--- src/rtl/tbsgc_pkg.sv ---
//------------------------------------------------------------------------------
// tbsgc_pkg
// Shared types and constants for the two-button scroll gesture controller.
//------------------------------------------------------------------------------
`default_nettype none

package tbsgc_pkg;

	// Configuration register indexes
	typedef enum logic [2:0] {
		CFG_ENABLE        = 3'd0,
		CFG_TOTAL_LINES   = 3'd1,
		CFG_DEBOUNCE_MS   = 3'd2,
		CFG_LONG_PRESS_MS = 3'd3,
		CFG_RESET_HOLD_MS = 3'd4
	} cfg_idx_t;

	localparam int CFG_IDX_W  = 3;
	localparam int CFG_DATA_W = 16;
	localparam int TIME_W     = 32;
	localparam int LINE_W     = 16;

	// Register reset values
	localparam logic [15:0] DEBOUNCE_RST   = 16'd50;
	localparam logic [15:0] LONG_PRESS_RST = 16'd500;
	localparam logic [15:0] RESET_HOLD_RST = 16'd2000;

	// Flash codes
	typedef enum logic [1:0] {
		FLASH_NONE   = 2'd0,
		FLASH_TOP    = 2'd1,
		FLASH_BOTTOM = 2'd2
	} flash_t;

	// Configuration bundle
	typedef struct packed {
		logic        enable;
		logic [15:0] total_lines;
		logic [15:0] debounce_ms;
		logic [15:0] long_press_ms;
		logic [15:0] reset_hold_ms;
	} cfg_t;

	// One result item
	typedef struct packed {
		logic [15:0] scroll_start;
		logic        redraw;
		flash_t      flash_code;
		logic        hold_notice;
		logic        reset_request;
	} result_t;

endpackage

`default_nettype wire

--- src/rtl/tbsgc_cfg.sv ---
//------------------------------------------------------------------------------
// tbsgc_cfg
// Configuration register file, written through a plain write port.
//------------------------------------------------------------------------------
`default_nettype none

module tbsgc_cfg (
	input  wire logic                                clk,
	input  wire logic                                arst_n,
	input  wire logic                                cfg_we,
	input  wire logic [tbsgc_pkg::CFG_IDX_W-1:0]     cfg_index,
	input  wire logic [tbsgc_pkg::CFG_DATA_W-1:0]    cfg_data,
	output tbsgc_pkg::cfg_t                          cfg
);

	tbsgc_pkg::cfg_t cfg_q;

	// Register writes; unknown indexes are dropped
	always_ff @(posedge clk or negedge arst_n) begin
		if (!arst_n) begin
			cfg_q.enable        <= 1'b0;
			cfg_q.total_lines   <= '0;
			cfg_q.debounce_ms   <= tbsgc_pkg::DEBOUNCE_RST;
			cfg_q.long_press_ms <= tbsgc_pkg::LONG_PRESS_RST;
			cfg_q.reset_hold_ms <= tbsgc_pkg::RESET_HOLD_RST;
		end else if (cfg_we) begin
			case (cfg_index)
				tbsgc_pkg::CFG_ENABLE:        cfg_q.enable        <= cfg_data[0];
				tbsgc_pkg::CFG_TOTAL_LINES:   cfg_q.total_lines   <= cfg_data;
				tbsgc_pkg::CFG_DEBOUNCE_MS:   cfg_q.debounce_ms   <= cfg_data;
				tbsgc_pkg::CFG_LONG_PRESS_MS: cfg_q.long_press_ms <= cfg_data;
				tbsgc_pkg::CFG_RESET_HOLD_MS: cfg_q.reset_hold_ms <= cfg_data;
				default: ;
			endcase
		end
	end

	assign cfg = cfg_q;

endmodule

`default_nettype wire

--- src/rtl/tbsgc_core.sv ---
//------------------------------------------------------------------------------
// tbsgc_core
// Gesture state and the single-pass step logic for one button sample.
//------------------------------------------------------------------------------
`default_nettype none

module tbsgc_core #(
	parameter int VISIBLE_LINES = 12
) (
	input  wire logic                              clk,
	input  wire logic                              arst_n,
	input  wire logic                              step,
	input  wire tbsgc_pkg::cfg_t                   cfg,
	input  wire logic [tbsgc_pkg::TIME_W-1:0]      now_ms,
	input  wire logic                              up_down,
	input  wire logic                              down_down,
	output tbsgc_pkg::result_t                     res
);

	localparam logic [15:0] VIS = 16'(VISIBLE_LINES);

	// Gesture state
	logic        both_held_q, up_prev_q, down_prev_q, up_long_done_q, down_long_done_q;
	logic [31:0] both_start_q, up_press_q, down_press_q;
	logic [15:0] view_q;

	// Next-state values
	logic        both_held_d, up_prev_d, down_prev_d, up_long_done_d, down_long_done_d;
	logic [31:0] both_start_d, up_press_d, down_press_d;
	logic [15:0] view_d;

	logic [15:0] bottom;
	logic [31:0] both_age, up_age, down_age;

	assign bottom   = (cfg.total_lines > VIS) ? (cfg.total_lines - VIS) : 16'd0;
	assign both_age = now_ms - both_start_q;
	assign up_age   = now_ms - up_press_q;
	assign down_age = now_ms - down_press_q;

	// Step logic
	always_comb begin
		both_held_d      = both_held_q;
		both_start_d     = both_start_q;
		up_prev_d        = up_prev_q;
		down_prev_d      = down_prev_q;
		up_press_d       = up_press_q;
		down_press_d     = down_press_q;
		up_long_done_d   = up_long_done_q;
		down_long_done_d = down_long_done_q;
		view_d           = view_q;
		res.redraw        = 1'b0;
		res.flash_code    = tbsgc_pkg::FLASH_NONE;
		res.hold_notice   = 1'b0;
		res.reset_request = 1'b0;

		if (cfg.enable) begin
			if (up_down && down_down) begin
				// two-button hold
				if (!both_held_q) begin
					both_held_d     = 1'b1;
					both_start_d    = now_ms;
					res.hold_notice = 1'b1;
				end else if (both_age >= {16'd0, cfg.reset_hold_ms}) begin
					res.reset_request = 1'b1;
				end
			end else begin
				if (both_held_q) begin
					both_held_d = 1'b0;
					res.redraw  = 1'b1;
				end

				// button one: scroll up
				if (up_down && !up_prev_q) begin
					up_press_d     = now_ms;
					up_long_done_d = 1'b0;
				end else if (up_down && up_prev_q) begin
					if (!up_long_done_q && up_age >= {16'd0, cfg.long_press_ms}) begin
						view_d         = '0;
						res.flash_code = tbsgc_pkg::FLASH_TOP;
						res.redraw     = 1'b1;
						up_long_done_d = 1'b1;
					end
				end else if (!up_down && up_prev_q) begin
					if (!up_long_done_q && up_age >= {16'd0, cfg.debounce_ms}
							&& view_d != 16'd0) begin
						view_d     = view_d - 16'd1;
						res.redraw = 1'b1;
					end
				end

				// button two: scroll down (sees the result of button one)
				if (down_down && !down_prev_q) begin
					down_press_d     = now_ms;
					down_long_done_d = 1'b0;
				end else if (down_down && down_prev_q) begin
					if (!down_long_done_q && down_age >= {16'd0, cfg.long_press_ms}) begin
						view_d           = bottom;
						res.flash_code   = tbsgc_pkg::FLASH_BOTTOM;
						res.redraw       = 1'b1;
						down_long_done_d = 1'b1;
					end
				end else if (!down_down && down_prev_q) begin
					if (!down_long_done_q && down_age >= {16'd0, cfg.debounce_ms}
							&& view_d < bottom) begin
						view_d     = view_d + 16'd1;
						res.redraw = 1'b1;
					end
				end

				up_prev_d   = up_down;
				down_prev_d = down_down;
			end
		end
		res.scroll_start = view_d;
	end

	// State update on each transfer into the result register
	always_ff @(posedge clk or negedge arst_n) begin
		if (!arst_n) begin
			both_held_q      <= 1'b0;
			both_start_q     <= '0;
			up_prev_q        <= 1'b1;
			down_prev_q      <= 1'b1;
			up_press_q       <= '0;
			down_press_q     <= '0;
			up_long_done_q   <= 1'b0;
			down_long_done_q <= 1'b0;
			view_q           <= '0;
		end else if (step) begin
			both_held_q      <= both_held_d;
			both_start_q     <= both_start_d;
			up_prev_q        <= up_prev_d;
			down_prev_q      <= down_prev_d;
			up_press_q       <= up_press_d;
			down_press_q     <= down_press_d;
			up_long_done_q   <= up_long_done_d;
			down_long_done_q <= down_long_done_d;
			view_q           <= view_d;
		end
	end

endmodule

`default_nettype wire

--- src/rtl/two_button_scroll_gesture_controller.sv ---
// out_valid rises once a sample has passed the input register and then the result register.
// Throughput: one sample per cycle unless the result stalls; the state update happens
// in the single logic pass between the input register and the result register.
// A stalled result holds in the result register while the input register takes one more sample.
// Reset (arst_n low): registers at their defaults, both buttons treated as pressed,
// window start 0, no items in flight.
//------------------------------------------------------------------------------
// two_button_scroll_gesture_controller
// Short/long press scroll control from timestamped two-button samples.
//------------------------------------------------------------------------------
`default_nettype none

module two_button_scroll_gesture_controller #(
	parameter int VISIBLE_LINES = 12
) (
	input  wire logic        clk,
	input  wire logic        arst_n,
	// configuration
	input  wire logic        cfg_we,
	input  wire logic [2:0]  cfg_index,
	input  wire logic [15:0] cfg_data,
	// sample channel
	input  wire logic        in_valid,
	output logic             in_stall,
	input  wire logic [31:0] now_ms,
	input  wire logic        up_down,
	input  wire logic        down_down,
	// result channel
	output logic             out_valid,
	input  wire logic        out_stall,
	output logic [15:0]      scroll_start,
	output logic             redraw,
	output logic [1:0]       flash_code,
	output logic             hold_notice,
	output logic             reset_request
);

	tbsgc_pkg::cfg_t    cfg;
	tbsgc_pkg::result_t res;
	tbsgc_pkg::result_t res_q;

	logic        valid_s1;
	logic [31:0] now_s1;
	logic        up_s1, down_s1;
	logic        out_valid_q;
	logic        step;

	// A sample moves on when the result register is empty or being drained
	assign step     = valid_s1 && (!out_valid_q || !out_stall);
	assign in_stall = valid_s1 && !step;

	tbsgc_cfg u_cfg (
		.clk       (clk),
		.arst_n    (arst_n),
		.cfg_we    (cfg_we),
		.cfg_index (cfg_index),
		.cfg_data  (cfg_data),
		.cfg       (cfg)
	);

	// Input register
	always_ff @(posedge clk or negedge arst_n) begin
		if (!arst_n) begin
			valid_s1 <= 1'b0;
		end else if (!in_stall) begin
			valid_s1 <= in_valid;
		end
	end

	always_ff @(posedge clk) begin
		if (in_valid && !in_stall) begin
			now_s1  <= now_ms;
			up_s1   <= up_down;
			down_s1 <= down_down;
		end
	end

	tbsgc_core #(
		.VISIBLE_LINES (VISIBLE_LINES)
	) u_core (
		.clk       (clk),
		.arst_n    (arst_n),
		.step      (step),
		.cfg       (cfg),
		.now_ms    (now_s1),
		.up_down   (up_s1),
		.down_down (down_s1),
		.res       (res)
	);

	// Result register
	always_ff @(posedge clk or negedge arst_n) begin
		if (!arst_n) begin
			out_valid_q <= 1'b0;
		end else if (step) begin
			out_valid_q <= 1'b1;
		end else if (!out_stall) begin
			out_valid_q <= 1'b0;
		end
	end

	always_ff @(posedge clk) begin
		if (step) begin
			res_q <= res;
		end
	end

	assign out_valid     = out_valid_q;
	assign scroll_start  = res_q.scroll_start;
	assign redraw        = res_q.redraw;
	assign flash_code    = res_q.flash_code;
	assign hold_notice   = res_q.hold_notice;
	assign reset_request = res_q.reset_request;

endmodule

`default_nettype wire
--- config.mk ---
export PLATFORM = sky130hd
export DESIGN_NAME = two_button_scroll_gesture_controller
export DESIGN_NICKNAME = d
export VERILOG_FILES = /design/src/rtl/tbsgc_pkg.sv /design/src/rtl/tbsgc_cfg.sv /design/src/rtl/tbsgc_core.sv /design/src/rtl/two_button_scroll_gesture_controller.sv
export SDC_FILE = /design/constraint.sdc
export NUM_CORES = 1
export LEC_CHECK = 0
export BUFFER_PORTS_ARGS = -buffer_cell sky130_fd_sc_hd__buf_2
export CAP_MARGIN = 20
export CELL_PAD_IN_SITES_DETAIL_PLACEMENT = 1
export CELL_PAD_IN_SITES_GLOBAL_PLACEMENT = 2
export CORE_MARGIN = 3
export CORE_UTILIZATION = 40
export DETAILED_ROUTE_END_ITERATION = 8
export PLACE_DENSITY = 0.86
export RECOVER_POWER = 100
export SLEW_MARGIN = 20
export SYNTH_ARGS = -nofsm -noshare
export SYNTH_HDL_FRONTEND = slang
export SYNTH_SLANG_ARGS = --single-unit
--- constraint.sdc ---
create_clock -name clk -period 10.9 [get_ports clk]
set_clock_uncertainty 0.2 [all_clocks]
set_input_delay 2.18 -clock clk [delete_from_list [all_inputs] [get_ports clk]]
set_output_delay 2.18 -clock clk [all_outputs]
set_load 0.005 [all_outputs]
### Word-level counts from Yosys, hierarchy flattened

Cells that the tools add are included.

| storage, ports and cells | value |
|---|---|
| register bits | 239 |
| bits of input ports | 58 |
| output and inout port bits | 23 |
| word-level logic and storage cells | 134 |

| operators by class | value |
|---|---|
| add/subtract/negate cells | 6 |
| magnitude comparators | 7 |
| equality and inequality tests | 5 |
| multiplexer cells | 41 |
| bitwise gates (word level) | 3 |
| reductions and logical operators | 48 |

Operators with widths:

| cell | number |
|---|---|
| $mux W16 | 15 |
| $ge A32 B16 Y1 | 5 |
| $sub A32 B32 Y32 | 3 |
| $mux W1 | 20 |
| $add A16 B1 Y16 const B | 1 |
| $gt A16 B4 Y1 const B | 1 |
| $logic_and A1 B1 Y1 | 16 |
| $lt A16 B16 Y1 | 1 |
| $reduce_bool A16 Y1 | 1 |
| $sub A16 B1 Y16 const B | 1 |
| $sub A16 B4 Y16 const B | 1 |
| $reduce_and A2 Y1 | 7 |
| $mux W3 | 4 |
| $reduce_and A4 Y1 | 3 |
| $logic_not A1 Y1 | 10 |
| $reduce_and A5 Y1 | 2 |
| $reduce_bool A2 Y1 | 4 |
| $eq A3 B2 Y1 const B | 2 |
| $reduce_and A3 Y1 | 2 |
| $mux W2 | 2 |
| $eq A3 B1 Y1 const B | 1 |
| $eq A3 B3 Y1 const B | 1 |
| $logic_not A3 Y1 | 1 |
| $not A1 Y1 | 3 |
| other kinds (3) | 3 |

### Depth between registers and ports, before layout

Gate-level depths: netlist (run 1).

| logic depth | value |
|---|---|
| word-level depth | 18 |
| depth in mapped cells | 35 |

### Modules after synthesis

From an unflattened synthesis (run 1), not the netlist that was laid out.

| unflattened totals | value |
|---|---|
| cell total of the unflattened synthesis | 1929 |
| area, all modules | 17939.7 µm² |

Modules (own cells, without submodules):

| module | instances | cells an instance | area each (µm²) | seq. area each (µm²) |
|---|---|---|---|---|
| tbsgc_core | 1 | 1724 | 13544.2 | 2930.3 |
| tbsgc_cfg | 1 | 142 | 2651.3 | 1645.3 |
| two_button_scroll_gesture_controller | 1 | 63 | 1744.2 | 1701.6 |

### Least setup slack after synthesis (run 1)

OpenSTA, ideal clock, no wires.

| timing path | value |
|---|---|
| kind | reg-to-reg |
| start | register now_s1[1] |
| end | register res_q (netlist bit scroll_start[3]), data pin |
| setup time | 0.260 ns |
| arrival | 6.091 ns |
| data required time | 10.440 ns |
| path slack | 4.349 ns |
| cell stages (with the launch flop) | 30 |
| buffers on the path | 2 |
| cell sequence | edfxtp_1 > ha_1 > nor2b_1 > o31a_1 > o31ai_2 > and3_1 > xnor2_1 > ha_1 > a21o_1 > a21o_1 > a221oi_1 > nor2_1 > nor4_1 > a31o_2 > buf_2 > nand2_1 > mux2i_1 > ha_1 > nand4_1 > nor2_1 > nor2_1 > nand2_1 > o31a_1 > a31oi_1 > and4b_1 > clkbuf_1 > nand3_1 > mux2_2 > o31ai_1 > mux2_2 |

RTL lines:

| what | line | source |
|---|---|---|
| start, declared | two_button_scroll_gesture_controller.sv:43 | `logic [31:0] now_s1;` |
| start signal, assigned | two_button_scroll_gesture_controller.sv:72 | `now_s1 <= now_ms;` |
| end signal, assigned | two_button_scroll_gesture_controller.sv:104 | `res_q <= res;` |
| end, declared | two_button_scroll_gesture_controller.sv:40 | `tbsgc_pkg::result_t res_q;` |

==> impl_metrics.yaml, run 1 <==
setup_path:
  cp.arrival_ns: 8.12
  cp-end-kind: "register"
  max_stage_delay_ns: 0.56
  path_class: "reg2reg"
  startpoint_type: "register"
  cp_common_cell: "nor2_1"
  crit_required_ns: 11.02
  cpMaxStageDelayCell: "edfxtp_1"
  cp.buffers_inverters: 1
  cp_max_fo: 12
  critical_path.top_delay_family: "simple AND/OR/NAND/NOR gates"
cells_and_area:
  drive_above_1_share_pct: 11.2
  syn2layout_area_growth_pct: 10.9
  antenna-diode-count: 0
  final_nets: 2293
  stdcell_count: 2648
  post-route-util_pct: 45.4
route:
  dr.pass1.iters: 5
  drt-vias-per-instance: 5.70
  wl_met1_mm: 25.5
  drt_iter0_markers: 760
  wl_mm: 54.9
  met3WireLength_mm: 1.89
  wl_per_cell_um: 20.7
  route.vias.total: 15100
  ant_nets: 0
  dr.max_layer_used: "met4"
  met2WireLength_mm: 26.1
  drc: 0
die:
  die_h_um: 217
  start_util_pct: 40.9
  io_pins: 81
  dieArea_um2: 47000
  die_w_um: 217
  core_um2: 43500
  fp-row-count: 76
yosys:
  synth_area_um2: 17800
  syn_inst: 1982
  synthFlopType: "dfrtp_1"
  postSynthAreaPerCell_um2: 8.97
  yosysUniqueCellTypes: 87
  ys_seq_area_share_pct: 35.3
  syn-num-nets: 2235
  yosys_warnings: 0
  ys_async_sr_fraction_pct: 77.0
  synth_edf_count: 55
  ys_ff_latch: 239
cts:
  cts_tree: "yes"
  clk_path_buf_depth: 3
  cts_root_buf: "clkbuf_16"
  cts_setup_buffers: 0
  htree_levels: 1
  hold_buffers: 0
  insertion_delay_ns: 0.58
  clock_sinks: 239
  cts_resized: 0
  cts_buffers: 30
  clk_pin_slew_ns: 0.06
power_and_ir_drop:
  vdd_drop_max_mv: 0.134
  leakage_nw: 8.67
  p_per_area_nw_per_um2: 310
job:
  cap_viol_max_count: 6
grt:
  grt_antenna_before_repair: 0
  grt_max_degree: 113
  grt_pass1_wl_mm: 87.3
  grt_pass1_vias: 15900
  gr-usage-all-layers_pct: 23.2
  grt_overflow: 0
timing:
  hold_viol: 0
  max-slew-margin-rel_pct: -342
  finalCritPeriodShare_pct: 73.4
  setup_viol: 0
  setup_tns_ns: 0
  fmax_mhz: 125
  rsz0062_at_grt: "false"
  tightest_slew_ns: 6.63
  drv_slew: 343
  min_period_ns: 8.00
outcome:
  failed_checks: "capacitance limit, slew limit"
  status: "finished, violations left"
placement:
  dp_hpwl_mm: 42.3
  gp_congestion: 0.899
  placement.io_buffers: 80
  place_inst: 2593
worst_hold_path:
  hold_class: "reg2reg"
-- registers in the layout (all words and copies together) (netlist names), 2 cells and up --
| signal | flops |
|---|---|
| u_core.down_press_q | 32 |
| u_core.both_start_q | 32 |
| u_core.up_press_q | 32 |
| u_cfg.cfg | 65 |
| u_core.view_q | 16 |
| scroll_start | 16 |
| now_s1 | 32 |
| flash_code | 2 |
-- tightest hold or removal path: stages, from the launching register on --
cell	delay, ns
dfrtp_1	0.34
a31oi_1	0.05
nor2_1	0.07
-- power breakdown --
group | total (mW) | internal [mW] | switching (mW) | leakage, nW
Combinational | 3.61 | 1.45 | 2.16 | 5.43
Clock | 1.08 | 0.651 | 0.425 | 0.523
Sequential | 1.42 | 1.23 | 0.190 | 2.72
-- synth_stat cells (6+ instances only) --
| library cell | n | share of area, % |
|---|---|---|
| a2111oi_0 | 8 | 0.39 |
| a211o_1 | 7 | 0.35 |
| a211oi_1 | 18 | 0.76 |
| a21boi_0 | 6 | 0.25 |
| a21o_1 | 45 | 1.9 |
| a21oi_1 | 116 | 3.3 |
| a31oi_1 | 19 | 0.67 |
| and2_1 | 16 | 0.56 |
| and3_1 | 11 | 0.39 |
| clkbuf_1 | 56 | 1.2 |
| dfrtp_1 | 167 | 24 |
| dfstp_2 | 17 | 2.5 |
| edfxtp_1 | 55 | 9.3 |
| ha_1 | 192 | 14 |
| inv_1 | 178 | 3.8 |
| mux2_2 | 78 | 4.9 |
| mux2i_1 | 25 | 1.4 |
| nand2_1 | 232 | 4.9 |
| nand2b_1 | 20 | 0.70 |
| nand3_1 | 38 | 1.1 |
| nand3b_1 | 8 | 0.34 |
| nand4_1 | 28 | 0.99 |
| nor2_1 | 103 | 2.2 |
| nor2b_1 | 15 | 0.53 |
| nor3_1 | 35 | 0.99 |
| nor4_1 | 19 | 0.67 |
| o2111ai_1 | 6 | 0.30 |
| o211ai_1 | 13 | 0.55 |
| o21a_1 | 31 | 1.3 |
| o21ai_0 | 183 | 5.2 |
| o21bai_1 | 10 | 0.42 |
| o221ai_1 | 9 | 0.44 |
| o31a_1 | 7 | 0.35 |
| o31ai_1 | 7 | 0.30 |
| or2_2 | 12 | 0.42 |
| or3_1 | 11 | 0.39 |
| xnor2_1 | 54 | 2.7 |
| xor2_1 | 29 | 1.4 |
-- cell type report --
cell class / instances / area (um2)
sequential: 239 / 6280
tap: 585 / 732
inverter: 178 / 668
clock inverter: 19 / 246
clock buffer: 36 / 813
multi-input combinational: 1500 / 10500
timing repair buffer: 91 / 424
fill: 5120 / 23700
-- metrics by stage --
step                hold slack [ns]  power (mW)  setup slack (ns)  area [um2]
floorplan                     0.254        3.97              4.35       17800
detailed placement            0.283        5.01              3.10       18800
finish                        0.294        6.10              2.90       19700
global route                  0.316        6.65              1.69       19700
CTS                           0.294        6.13              3.09       19800
global placement              0.265        4.84              3.37       18800
-- worst paths after layout --
kind	start	endpoint	slack, ns	cells after the start
max	now_s1[1]	scroll_start[10]	2.90	29
min	u_core.down_long_done_q	u_core.down_long_done_q	0.29	2
max reg2reg	now_s1[1]	scroll_start[10]	2.90	29
min reg2reg	u_core.down_long_done_q	u_core.down_long_done_q	0.29	2
max in group asynchronous	arst_n	u_core.up_press_q[24]	2.91	1
min in group asynchronous	arst_n	u_cfg.cfg[64]	3.88	1
-- placed cells by master (no fill, tap or decap), drive strengths merged, types with 10 or more instances in the layout --
cell type	instances
a211oi	18
or3	13
o21ai	185
dfrtp	167
mux2i	25
nor2b	15
nand2	233
nand4	28
nor3	35
edfxtp	55
dfstp	17
o211ai	14
o21bai	10
a21oi	117
nor2	103
ha	192
clkbuf	69
o21a	31
buf	58
a31oi	19
nand3	39
and3	11
and2	16
xnor2	54
or2	14
mux2	78
nand2b	20
inv	182
a21o	45
xor2	29
nor4	22
-- routing by layer --
metal	vias to the layer above	GRT usage, %
li1	7239	-
met1	7538	31.2
met2	228	39.6
met3	83	2.56
met4	0	6.94
met5	-	0
-- logic make-up (layout without fill, tap and decap cells) --
family          after synthesis  in the layout  share of synthesized area [%]
simple gates                582            582                           16.0
compound gates              537            537                           19.2
flops                       239            239                           35.3
xor+xnor                     83             83                           4.09
mux                         103            103                           6.35
buf+inv                     243            324                           5.22
fa+ha+maj                   195            195                           13.9
(Power assumes the default switching activity.)
==> run 2, diff against run 1 <==
--- a/config.mk
+++ b/config.mk
@@ -5,12 +5,13 @@
 export SDC_FILE = /design/constraint.sdc
 export NUM_CORES = 1
 export LEC_CHECK = 0
+export ABC_AREA = 1
 export BUFFER_PORTS_ARGS = -buffer_cell sky130_fd_sc_hd__buf_2
 export CAP_MARGIN = 20
 export CELL_PAD_IN_SITES_DETAIL_PLACEMENT = 1
 export CELL_PAD_IN_SITES_GLOBAL_PLACEMENT = 2
 export CORE_MARGIN = 3
-export CORE_UTILIZATION = 40
+export CORE_UTILIZATION = 37
 export DETAILED_ROUTE_END_ITERATION = 8
 export PLACE_DENSITY = 0.86
 export RECOVER_POWER = 100
==> constraint.sdc (replaced) <==
create_clock -name clk -period 7.5 [get_ports clk]
set_clock_uncertainty 0.2 [all_clocks]
set_input_delay 1.5 -clock clk [delete_from_list [all_inputs] [get_ports clk]]
set_output_delay 1.5 -clock clk [all_outputs]
set_load 0.005 [all_outputs]
==> impl_metrics.yaml, run 2 <==
cells_and_area:
  fill_cells: 6507
  final_common_cell: "nand2_1"
  largest_reg_flops: 65
  syn2layout_area_growth_pct: 10.3
  final_nets: 3050
  antenna-diode-count: 0
  drive_above_1_share_pct: 7.84
  ff_latch_area_um2: 6280
  stdcell_count: 3492
  post-route-util_pct: 41.7
  multiInputGateArea_um2: 10900
  final_cell_mix: "nand2_1 (765), inv_1 (461), o21ai_0 (249)"
placement:
  dp_hpwl_mm: 51.6
  place_inst: 3438
  gp_congestion: 0.926
  placement.io_buffers: 80
setup_path:
  cp.arrival_ns: 7.04
  cp_common_cell: "nand2_1"
  cp-end-kind: "register"
  cpMaxStageDelayCell: "edfxtp_1"
  cp_max_fo: 17
  path_class: "reg2reg"
  r2r_slack_ns: 0.59
  startpoint_type: "register"
  crit_required_ns: 7.62
  max_stage_delay_ns: 0.47
grt:
  grt_overflow: 0
  grt_pass1_vias: 18900
  gr-usage-all-layers_pct: 23.7
  grt_max_degree: 109
  grt_pass1_wl_mm: 102
  grt_antenna_before_repair: 0
yosys:
  syn-num-nets: 2978
  ys_top_cells_by_area: "dfrtp_1 (22%), nand2_1 (15%), ha_1 (13%)"
  syn_inst: 2725
  synth_edf_count: 55
  synthFlopType: "dfrtp_1"
  synth_top_area_share_pct: 21.9
  yosys_warnings: 0
  ys_ff_latch: 239
  ys_seq_area_share_pct: 32.8
  yosysMostFrequentCell: "nand2_1"
  synth_area_um2: 19100
  synthTopCellsByCount: "nand2_1 (765), inv_1 (461), o21ai_0 (243)"
  ys_async_sr_fraction_pct: 77.0
  yosysUniqueCellTypes: 59
  synth_area_leader_cell: "dfrtp_1"
  postSynthAreaPerCell_um2: 7.02
outcome:
  status: "finished, violations left"
  failed_checks: "capacitance limit, slew limit"
timing:
  max-slew-margin-rel_pct: -191
  setup_tns_ns: 0
  finalCritPeriodShare_pct: 92.2
  hold_viol: 0
  tightest_slew_ns: 4.36
  fmax_mhz: 145
  drv_slew: 459
  rsz0062_at_grt: "false"
  min_period_ns: 6.91
  setup_viol: 0
cts:
  clk_path_buf_depth: 3
  cts_setup_buffers: 0
  hold_buffers: 0
  htree_levels: 1
  cts_root_buf: "clkbuf_16"
  cts_buffers: 29
  clk_pin_slew_ns: 0.06
  cts_resized: 0
  insertion_delay_ns: 0.59
  cts_tree: "yes"
  clock_sinks: 239
power_and_ir_drop:
  leakage_nw: 10.9
  p_per_area_nw_per_um2: 435
  vdd_drop_max_mv: 0.206
worst_hold_path:
  hold_class: "reg2reg"
die:
  dieArea_um2: 54400
  fp-row-count: 82
  die_h_um: 233
  die_w_um: 233
  core_um2: 50600
  start_util_pct: 37.8
  io_pins: 81
route:
  drt_iter0_markers: 822
  route.vias.total: 17800
  drc: 0
  wl_per_cell_um: 18.2
  ant_nets: 0
  wl_mm: 63.4
  dr.pass1.iters: 5
  drt-vias-per-instance: 5.09
job:
  cap_viol_max_count: 7
==> run 2: changes by cell type after synthesis, sizes merged, moves of 25 or more <==
cell / change
nor2: +94
mux2: -78
xnor2: -38
o21ai: +70
xor2: +25
a21o: -33
a21oi: +34
nand3: +103
inv: +295
mux2i: -25
o21a: -27
nand2: +567
==> run 2: cells by family after synthesis <==
family                   after synthesis  share of synthesized area, %
AO/OA/AOI/OAI                        468                          13.1
XOR/XNOR                              70                          3.21
adder cells (fa/ha/maj)              195                          12.9
buffers and inverters                524                          10.4
flip-flops                           239                          32.8
AND/OR/NAND/NOR                     1229                          27.5
==> run 2: path summary, 6_finish.rpt <==
check | from | to | cells past startpoint
worst min register to register | u_core.up_press_q[14] | u_core.up_press_q[14] | 2
worst max register to register | now_s1[8] | scroll_start[1] | 33
worst min-delay path | u_core.up_press_q[14] | u_core.up_press_q[14] | 2
worst max-delay path | now_s1[8] | scroll_start[1] | 33
min in group asynchronous | arst_n | u_cfg.cfg[1] | 1
max in group asynchronous | arst_n | u_core.both_start_q[22] | 2
==> run 2: power breakdown <==
part	switching, mW	internal (mW)	total [mW]
combinational	3.82	1.97	5.79
sequential	0.281	1.77	2.05
clock	0.580	0.747	1.33
total	4.68	4.48	9.16
==> run 2: layer usage <==
layer	track usage [%]	vias up	share of wire [%]
li1	-	8880	-
met1	31.5	8621	48
met2	41.5	179	48
met3	2.24	80	2.2
met4	5.39	0	2.4
met5	0	-	0
==> run 2: cell type report <==
type,instances,share of cell area [%]
clock inverter,9,0.273
inverter,477,8.50
tap,672,3.99
sequential,239,29.8
multi-input combinational,1962,51.6
clock buffer,45,3.87
timing repair buffer,88,2.00
==> run 2: critical path: cells and delay by family (launching register included) <==
kind	cells	cell delay, ns
AOI/OAI and AO/OA	9	1.65
xor gates and xnor gates	1	0.29
adders and majority gates	3	1.04
buffers and inverters	1	0.20
DFF	1	0.47
and+or+nand+nor	19	2.78
==> run 2: per-stage QoR <==
stage	cell area [um2]	total power [mW]	worst slack (ns)	hold WS (ns)
2_1_floorplan	19100	6.03	1.94	0.233
6_report	21100	9.16	0.585	0.284
3_5_place_dp	20300	7.85	0.380	0.274
5_1_grt	21100	10.1	0.0206	0.308
3_3_place_gp	20300	7.58	0.691	0.267
4_1_cts	21100	9.24	0.367	0.289
